==> src/fwad_pkg.sv <==
// Package for the fixed width alphabet decoder.
// Holds the phase and sequencer types and the code width function.
// No dependencies.
package fwad_pkg;

    localparam int BYTE_W  = 8;
    localparam int SIZE_W  = 9;
    localparam int WIDTH_W = 4;
    localparam int AVAIL_W = 4;
    localparam int RES_W   = 3;

    typedef enum logic [1:0] {
        PH_COUNT  = 2'd0,
        PH_TABLE  = 2'd1,
        PH_DECODE = 2'd2,
        PH_DRAIN  = 2'd3
    } t_phase;

    typedef enum logic {
        ST_IDLE = 1'b0,
        ST_RUN  = 1'b1
    } t_state;

    function automatic logic [WIDTH_W-1:0] f_code_width(input logic [SIZE_W-1:0] n);
        logic [WIDTH_W-1:0] w;
        priority if (n <= 9'd1) begin
            w = 4'd0;
        end else if (n <= 9'd2) begin
            w = 4'd1;
        end else if (n <= 9'd4) begin
            w = 4'd2;
        end else if (n <= 9'd8) begin
            w = 4'd3;
        end else if (n <= 9'd16) begin
            w = 4'd4;
        end else if (n <= 9'd32) begin
            w = 4'd5;
        end else if (n <= 9'd64) begin
            w = 4'd6;
        end else if (n <= 9'd128) begin
            w = 4'd7;
        end else begin
            w = 4'd8;
        end
        return w;
    endfunction

endpackage

==> src/fwad_table.sv <==
// Symbol table storage: one write port, one read port, registered read data.
// Read data holds until the next read. No dependencies.
module fwad_table #(
    parameter int DEPTH = 256,
    localparam int AW = (DEPTH > 1) ? $clog2(DEPTH) : 1
) (
    input  logic          i_clk,
    input  logic          i_we,
    input  logic [AW-1:0] i_waddr,
    input  logic [7:0]    i_wdata,
    input  logic          i_re,
    input  logic [AW-1:0] i_raddr,
    output logic [7:0]    o_rdata
);

    logic [7:0] r_mem [DEPTH];
    logic [7:0] r_rdata;

    always_ff @(posedge i_clk) begin
        if (i_we) begin
            r_mem[i_waddr] <= i_wdata;
        end
    end

    always_ff @(posedge i_clk) begin
        if (i_re) begin
            r_rdata <= r_mem[i_raddr];
        end
    end

    assign o_rdata = r_rdata;

endmodule

==> src/fixed_width_alphabet_decoder.sv <==
// Fixed width alphabet decoder top level; uses fwad_pkg and fwad_table.
// Header and table bytes are accepted while idle. A decode byte with k codes is
// accepted, then gets one table read per code, then hands off its last result.
// Input stalls during a run; output stall holds it. Results come via the table read port.
// Synchronous active-low reset clears control state; table contents are not cleared.
module fixed_width_alphabet_decoder
    import fwad_pkg::*;
#(
    parameter int TABLE_DEPTH = 256
) (
    input  logic       i_clk,
    input  logic       i_rst_n,
    input  logic       i_in_valid,
    output logic       o_in_stall,
    input  logic [7:0] i_in_byte,
    input  logic       i_end_of_stream,
    output logic       o_out_valid,
    input  logic       i_out_stall,
    output logic [7:0] o_symbol,
    output logic       o_decode_error,
    output logic       o_run_last
);

    localparam int AW = (TABLE_DEPTH > 1) ? $clog2(TABLE_DEPTH) : 1;
    localparam logic [SIZE_W-1:0] DEPTH_N = SIZE_W'(TABLE_DEPTH);

    t_state               r_state, n_state;
    t_phase               r_phase, n_phase;
    logic [SIZE_W-1:0]    r_alpha, n_alpha;
    logic [SIZE_W-1:0]    r_fill, n_fill;
    logic [WIDTH_W-1:0]   r_width, n_width;
    logic [BYTE_W-1:0]    r_res_bits, n_res_bits;
    logic [RES_W-1:0]     r_res_cnt, n_res_cnt;
    logic [2*BYTE_W-1:0]  r_acc, n_acc;
    logic [AVAIL_W-1:0]   r_avail, n_avail;
    logic                 r_eos, n_eos;
    logic                 r_more, n_more;
    logic                 r_pend, n_pend;
    logic                 r_p_err, n_p_err;
    logic                 r_p_last, n_p_last;
    logic                 r_out_valid, n_out_valid;
    logic [BYTE_W-1:0]    r_out_sym, n_out_sym;
    logic                 r_out_err, n_out_err;
    logic                 r_out_last, n_out_last;

    logic                 in_acc;
    logic                 out_free;
    logic                 fire;
    logic [AVAIL_W-1:0]   shamt;
    logic [2*BYTE_W-1:0]  shifted;
    logic [BYTE_W-1:0]    code;
    logic [AVAIL_W-1:0]   avail_left;
    logic                 code_bad;
    logic                 code_last;
    logic                 we;
    logic                 re;
    logic [BYTE_W-1:0]    rdata;
    logic [SIZE_W-1:0]    fill_inc;
    logic [SIZE_W-1:0]    cnt_n;

    assign o_in_stall = (r_state != ST_IDLE);
    assign in_acc   = i_in_valid && !o_in_stall;
    assign out_free = !r_out_valid || !i_out_stall;
    assign fire     = (r_state == ST_RUN) && (!r_pend || out_free);

    assign shamt      = r_avail - r_width;
    assign shifted    = r_acc >> shamt;
    assign code       = shifted[BYTE_W-1:0] & BYTE_W'((9'h1 << r_width) - 9'h1);
    assign avail_left = r_avail - r_width;
    assign code_bad   = ({1'b0, code} >= r_alpha) || ({1'b0, code} >= DEPTH_N);
    assign code_last  = code_bad || (avail_left < r_width);

    assign fill_inc = r_fill + 9'd1;
    assign cnt_n    = (i_in_byte == 8'd0) ? 9'd256 : {1'b0, i_in_byte};

    assign we = in_acc && (r_phase == PH_TABLE) && (r_fill < DEPTH_N);
    assign re = fire && r_more;

    fwad_table #(
        .DEPTH(TABLE_DEPTH)
    ) u_table (
        .i_clk  (i_clk),
        .i_we   (we),
        .i_waddr(r_fill[AW-1:0]),
        .i_wdata(i_in_byte),
        .i_re   (re),
        .i_raddr(code[AW-1:0]),
        .o_rdata(rdata)
    );

    always_comb begin
        n_state     = r_state;
        n_phase     = r_phase;
        n_alpha     = r_alpha;
        n_fill      = r_fill;
        n_width     = r_width;
        n_res_bits  = r_res_bits;
        n_res_cnt   = r_res_cnt;
        n_acc       = r_acc;
        n_avail     = r_avail;
        n_eos       = r_eos;
        n_more      = r_more;
        n_pend      = r_pend;
        n_p_err     = r_p_err;
        n_p_last    = r_p_last;
        n_out_valid = r_out_valid && i_out_stall;
        n_out_sym   = r_out_sym;
        n_out_err   = r_out_err;
        n_out_last  = r_out_last;

        unique case (r_state)
            ST_IDLE: begin
                if (in_acc) begin
                    n_eos = i_end_of_stream;
                    unique case (r_phase)
                        PH_COUNT: begin
                            n_alpha    = cnt_n;
                            n_width    = f_code_width(cnt_n);
                            n_fill     = '0;
                            n_res_bits = '0;
                            n_res_cnt  = '0;
                            n_phase    = PH_TABLE;
                        end
                        PH_TABLE: begin
                            n_fill = fill_inc;
                            if (fill_inc >= r_alpha) begin
                                n_res_bits = '0;
                                n_res_cnt  = '0;
                                n_phase    = PH_DECODE;
                            end
                        end
                        PH_DECODE: begin
                            if (r_width == 4'd0 || r_width > 4'd8) begin
                                n_res_bits = '0;
                                n_res_cnt  = '0;
                            end else begin
                                n_acc   = {r_res_bits, i_in_byte};
                                n_avail = {1'b0, r_res_cnt} + 4'd8;
                                n_more  = 1'b1;
                                n_pend  = 1'b0;
                                n_state = ST_RUN;
                            end
                        end
                        PH_DRAIN: begin
                        end
                        default: begin
                        end
                    endcase
                    if (i_end_of_stream && n_state == ST_IDLE) begin
                        n_phase    = PH_COUNT;
                        n_alpha    = '0;
                        n_fill     = '0;
                        n_width    = '0;
                        n_res_bits = '0;
                        n_res_cnt  = '0;
                    end
                end
            end
            ST_RUN: begin
                if (fire) begin
                    if (r_pend) begin
                        n_out_valid = 1'b1;
                        n_out_sym   = r_p_err ? 8'd0 : rdata;
                        n_out_err   = r_p_err;
                        n_out_last  = r_p_last;
                    end
                    if (r_more) begin
                        n_pend   = 1'b1;
                        n_p_err  = code_bad;
                        n_p_last = code_last;
                        n_avail  = avail_left;
                        n_more   = !code_last;
                    end else begin
                        n_pend  = 1'b0;
                        n_state = ST_IDLE;
                        if (r_p_err) begin
                            n_res_bits = '0;
                            n_res_cnt  = '0;
                            n_phase    = PH_DRAIN;
                        end else begin
                            n_res_cnt  = r_avail[RES_W-1:0];
                            n_res_bits = r_acc[BYTE_W-1:0]
                                       & BYTE_W'((9'h1 << r_avail[RES_W-1:0]) - 9'h1);
                        end
                        if (r_eos) begin
                            n_phase    = PH_COUNT;
                            n_alpha    = '0;
                            n_fill     = '0;
                            n_width    = '0;
                            n_res_bits = '0;
                            n_res_cnt  = '0;
                        end
                    end
                end
            end
            default: begin
                n_state = ST_IDLE;
            end
        endcase
    end

    always_ff @(posedge i_clk) begin
        if (!i_rst_n) begin
            r_state     <= ST_IDLE;
            r_phase     <= PH_COUNT;
            r_alpha     <= '0;
            r_fill      <= '0;
            r_width     <= '0;
            r_res_bits  <= '0;
            r_res_cnt   <= '0;
            r_more      <= 1'b0;
            r_pend      <= 1'b0;
            r_out_valid <= 1'b0;
        end else begin
            r_state     <= n_state;
            r_phase     <= n_phase;
            r_alpha     <= n_alpha;
            r_fill      <= n_fill;
            r_width     <= n_width;
            r_res_bits  <= n_res_bits;
            r_res_cnt   <= n_res_cnt;
            r_more      <= n_more;
            r_pend      <= n_pend;
            r_out_valid <= n_out_valid;
        end
    end

    always_ff @(posedge i_clk) begin
        r_acc      <= n_acc;
        r_avail    <= n_avail;
        r_eos      <= n_eos;
        r_p_err    <= n_p_err;
        r_p_last   <= n_p_last;
        r_out_sym  <= n_out_sym;
        r_out_err  <= n_out_err;
        r_out_last <= n_out_last;
    end

    assign o_out_valid    = r_out_valid;
    assign o_symbol       = r_out_sym;
    assign o_decode_error = r_out_err;
    assign o_run_last     = r_out_last;

    a_idle_no_pend: assert property (@(posedge i_clk) disable iff (!i_rst_n)
        (r_state == ST_IDLE) |-> !r_pend)
        else $error("read pending while idle");

    a_code_ready: assert property (@(posedge i_clk) disable iff (!i_rst_n)
        (r_state == ST_RUN && r_more) |-> (r_avail >= r_width && r_width != 4'd0))
        else $error("code requested without enough bits");

    a_err_last: assert property (@(posedge i_clk) disable iff (!i_rst_n)
        (o_out_valid && o_decode_error) |-> (o_symbol == 8'd0 && o_run_last))
        else $error("error result not final or symbol nonzero");

    a_run_start: assert property (@(posedge i_clk) disable iff (!i_rst_n)
        (in_acc && r_phase == PH_DECODE && r_width != 4'd0) |=> (r_state == ST_RUN && r_more))
        else $error("decode request did not start a run");

    a_no_read_in_table: assert property (@(posedge i_clk) disable iff (!i_rst_n)
        re |-> (r_phase == PH_DECODE))
        else $error("table read outside decode phase");

endmodule
==> config.mk <==
export PLATFORM = sky130hd
export DESIGN_NAME = fixed_width_alphabet_decoder
export DESIGN_NICKNAME = d
export VERILOG_FILES = /design/src/fwad_pkg.sv /design/src/fwad_table.sv /design/src/fixed_width_alphabet_decoder.sv
export SDC_FILE = /design/constraint.sdc
export NUM_CORES = 2
export LEC_CHECK = 0
export ABC_AREA = 0
export BUFFER_PORTS_ARGS = -buffer_cell sky130_fd_sc_hd__buf_2
export CAP_MARGIN = 20
export CORE_ASPECT_RATIO = 1.4
export CORE_UTILIZATION = 35
export CTS_CLUSTER_DIAMETER = 80
export DETAILED_ROUTE_END_ITERATION = 10
export HOLD_SLACK_MARGIN = 0.08
export PLACE_DENSITY = 0.54
export REMOVE_ABC_BUFFERS = 1
export SLEW_MARGIN = 10
export SYNTH_ARGS = -nofsm -noshare
export SYNTH_HDL_FRONTEND = slang
export SYNTH_SLANG_ARGS = --single-unit
==> constraint.sdc <==
create_clock -name i_clk -period 5.2 [get_ports i_clk]
set_input_delay 0.78 -clock i_clk [delete_from_list [all_inputs] [get_ports i_clk]]
set_output_delay 0.78 -clock i_clk [all_outputs]
set_load 0.1 [all_outputs]
==> reports/metrics.yaml <==
setup_path:
  cp-end-kind: "flip-flop"
  critical-path-top-delay-family: "buffers and inverters"
  required_ps: 5920
  cp_cell_sequence: "inv_1 -> ha_1 -> inv_1 -> fa_1 -> buf_12 -> mux4_2 -> a221oi_1 -> a211o_4 -> buf_4 -> nor3_4 -> buf_12 -> buf_12 -> nand3_1 -> a41oi_1 -> nor4_4 -> nand3_1 -> buf_4 -> nand4_1"
  setup.worst_path.class: "flip-flop to flip-flop"
  worst_ep_arrival_time_ps: 5770
  cpPeakStageDelay_ps: 570
  crit_buf_inv: 7
  startpoint_type: "flip-flop"
  critical_path.most_common_cell: "buf_12"
  critical_path_peak_fanout: 28
  critical_path.slowest_cell: "fa_1"
sta:
  slew_headroom_pct: 23.2
  maxClockFrequency_mhz: 198
  slew_viol_final: 0
  final_setup_violating_endpoints: 0
  min_period_over_period_pct: 97.2
  final_clock_skew_ps: 55.2
  worst_slew_pin_slew_ps: 1150
  finalHoldViolCount: 0
  post-route-min-period_ps: 5050
  rsz0062_at_grt: "yes"
  totalNegativeSetupSlack_ps: 0
clocking:
  clock_tree.root_cell: "clkbuf_16"
  cts_buffer_depth: 4
  cts-buffers-inserted: 205
  cts_tree: "built"
  cts.sinks: 2128
  cts-htree-levels: 4
  ctsHoldBuffers: 0
  clkLatencyLatePin_ps: 880
  clock_slew_at_reported_path_ffs_ps: 70
job:
  cap_violations: 0
placement:
  place.gp.congestion: 0.875
  dp_wirelength_mm: 164
  port_buffers: 24
  placed_cells: 9537
synth:
  synth.top_cells.by_count: "edfxtp_1 (2089), nand2_1 (1489), nand3_1 (568)"
  synth_area_leader_cell: "edfxtp_1"
  synth_top_cells_by_area: "edfxtp_1 (73%), nand2_1 (6.5%), nand3_1 (3.3%)"
  synth_seq_area_share_pct: 74.2
  synth-edff-count: 2089
  synthCells: 6397
  synth.ff_latch_count: 2128
  synth_cell_types: 70
  yosys_most_used_dff: "edfxtp_1"
  synth.most_common_cell: "edfxtp_1"
  mappedNetlistArea_mm2: 0.0856
  postSynth.asyncResetShare_pct: 0
  synth_largest_type_area_fraction_pct: 73.3
  postSynthAreaPerCell_um2: 13.4
  ys.warnings.count: 0
drt:
  detailed_router_s_first_iteration_violation_count: 5904
  drc: 0
  num_vias: 53835
  route.final.wire_length_mm: 260
  antenna_violating_nets_post_route: 0
  avgRoutedWirePerCell_um: 26.2
  first_pass_iters: 6
  post_drt_via_cell_ratio: 5.43
floorplan:
  core_area_mm2: 0.243
  chipHeight_um: 587
  rows: 214
  floorplan.initialDensity_pct: 35.2
  io_pins: 25
  fp.dieW_um: 420
  fp.dieArea_mm2: 0.247
global_routing:
  antenna_found_initial: 6
  wire_length_of_the_first_global_routing_pass_mm: 374
  grt_max_degree: 168
  globalRoute.totalOverflow: 0
  groute.usage.overall_pct: 20.6
  grt_pass1_vias: 52582
finish:
  finalNonFillerCells: 9908
  n_fill_cell: 22358
  post_route_cells_drive_above_1_share_pct: 10.1
  areaGrowthSynthToFinish_pct: 14.0
  num-nets-final: 6557
run_status:
  status: "complete, no violations"
power:
  pwr_density_cell_mw_per_mm2: 392
  post-layout-total-power_mw: 38.2
  p_leak_nw: 31.9
  vdd.ir_drop.worst_v: 0.000273
worst_hold_path:
  hold_path.class: "input port to flip-flop"
## final timing paths
kind | startpoint | endpoint | slack [ps] | cells past startpoint
worst max-delay path | r_avail[0] | u_table.o_rdata[5] | 150 | 18
worst min-delay path | i_end_of_stream | r_eos | 170 | 1
worst max register to register | r_avail[0] | u_table.o_rdata[5] | 150 | 18
worst min register to register | r_res_bits[7] | r_acc[15] | 420 | 0
## final cells by class
type | count | area (µm²) | area share (%)
Clock inverter | 117 | 1110 | 1.14
Clock buffer | 245 | 5320 | 5.45
Sequential cell | 2128 | 63500 | 65.1
Inverter | 36 | 170 | 0.174
Timing Repair Buffer | 322 | 3140 | 3.22
Antenna cell | 3 | 7.51 | 0.00769
Tap cell | 3240 | 4050 | 4.15
Multi-Input combinational cell | 3817 | 20300 | 20.8
## where the power goes
part           internal (mW)  switching [mW]
clock                   8.32            6.47
combinational           1.43            3.13
sequential              18.8          0.0121
## metal layers
metal / track usage (%) / up-vias / part of all wire (%)
li1: - / 23981 / -
met3: 2.89 / 431 / 6.2
met4: 8.29 / 0 / 4.3
met2: 34.8 / 1968 / 49
met1: 26.7 / 27455 / 40
met5: 0 / - / 0
## cells by family after synthesis
kind of cell	count (synthesis)	share of synthesized area, %
adders and majority gates	34	0.506
xor gates and xnor gates	15	0.162
and+or+nand+nor	2559	12.6
DFF	2128	74.2
buffers and inverters	452	2.35
muxes	257	3.21
AOI/OAI and AO/OA	952	6.91
## through the flow
stage               setup WS [ps]  util (%)  area [µm²]  hold slack [ps]
floorplan                  -32820         -       83700              400
global placement             -518      37.4       90900              408
detailed placement           -531      37.4       90900              407
CTS                          9.70      40.1       97400              128
global route                -3.97      40.2       97600              159
finish                        147      40.2       97600              166
## layout by cell type (no fill, tap or decap), types with 38 or more instances in the layout
cell type,Yosys,layout
nor3_1,50,41
clkbuf_16,0,207
dfxtp_1,39,39
nand2_1,1489,1484
o22ai_1,80,80
nor2_1,304,300
o21ai_0,56,56
mux2i_1,241,240
a22oi_1,153,153
a31oi_1,57,56
buf_4,14,239
a21oi_1,428,427
edfxtp_1,2089,2089
nand3_1,568,565
nand4_1,39,39
a32oi_1,70,70
clkinv_1,1,45
buf_12,0,52
clkbuf_1,194,38
## timing repair
| action | CTS | global route |
|---|---|---|
| buffers inserted | 0 | 6 |
| setup endpoints to repair | 4 | 8 |
| gates resized for setup | 6 | 23 |
| pin swaps | 0 | 2 |
| hold endpoints to repair | 0 | 0 |
## flip-flops by register name, indices dropped and copies added, names as in the netlist, 8 cells and up
register / count
u_table.r_mem: 2048
o_symbol: 8
r_acc: 16
r_alpha: 9
r_res_bits: 8
u_table.o_rdata: 8
r_fill: 9
Note: power is estimated with default switching activity, not from simulation.
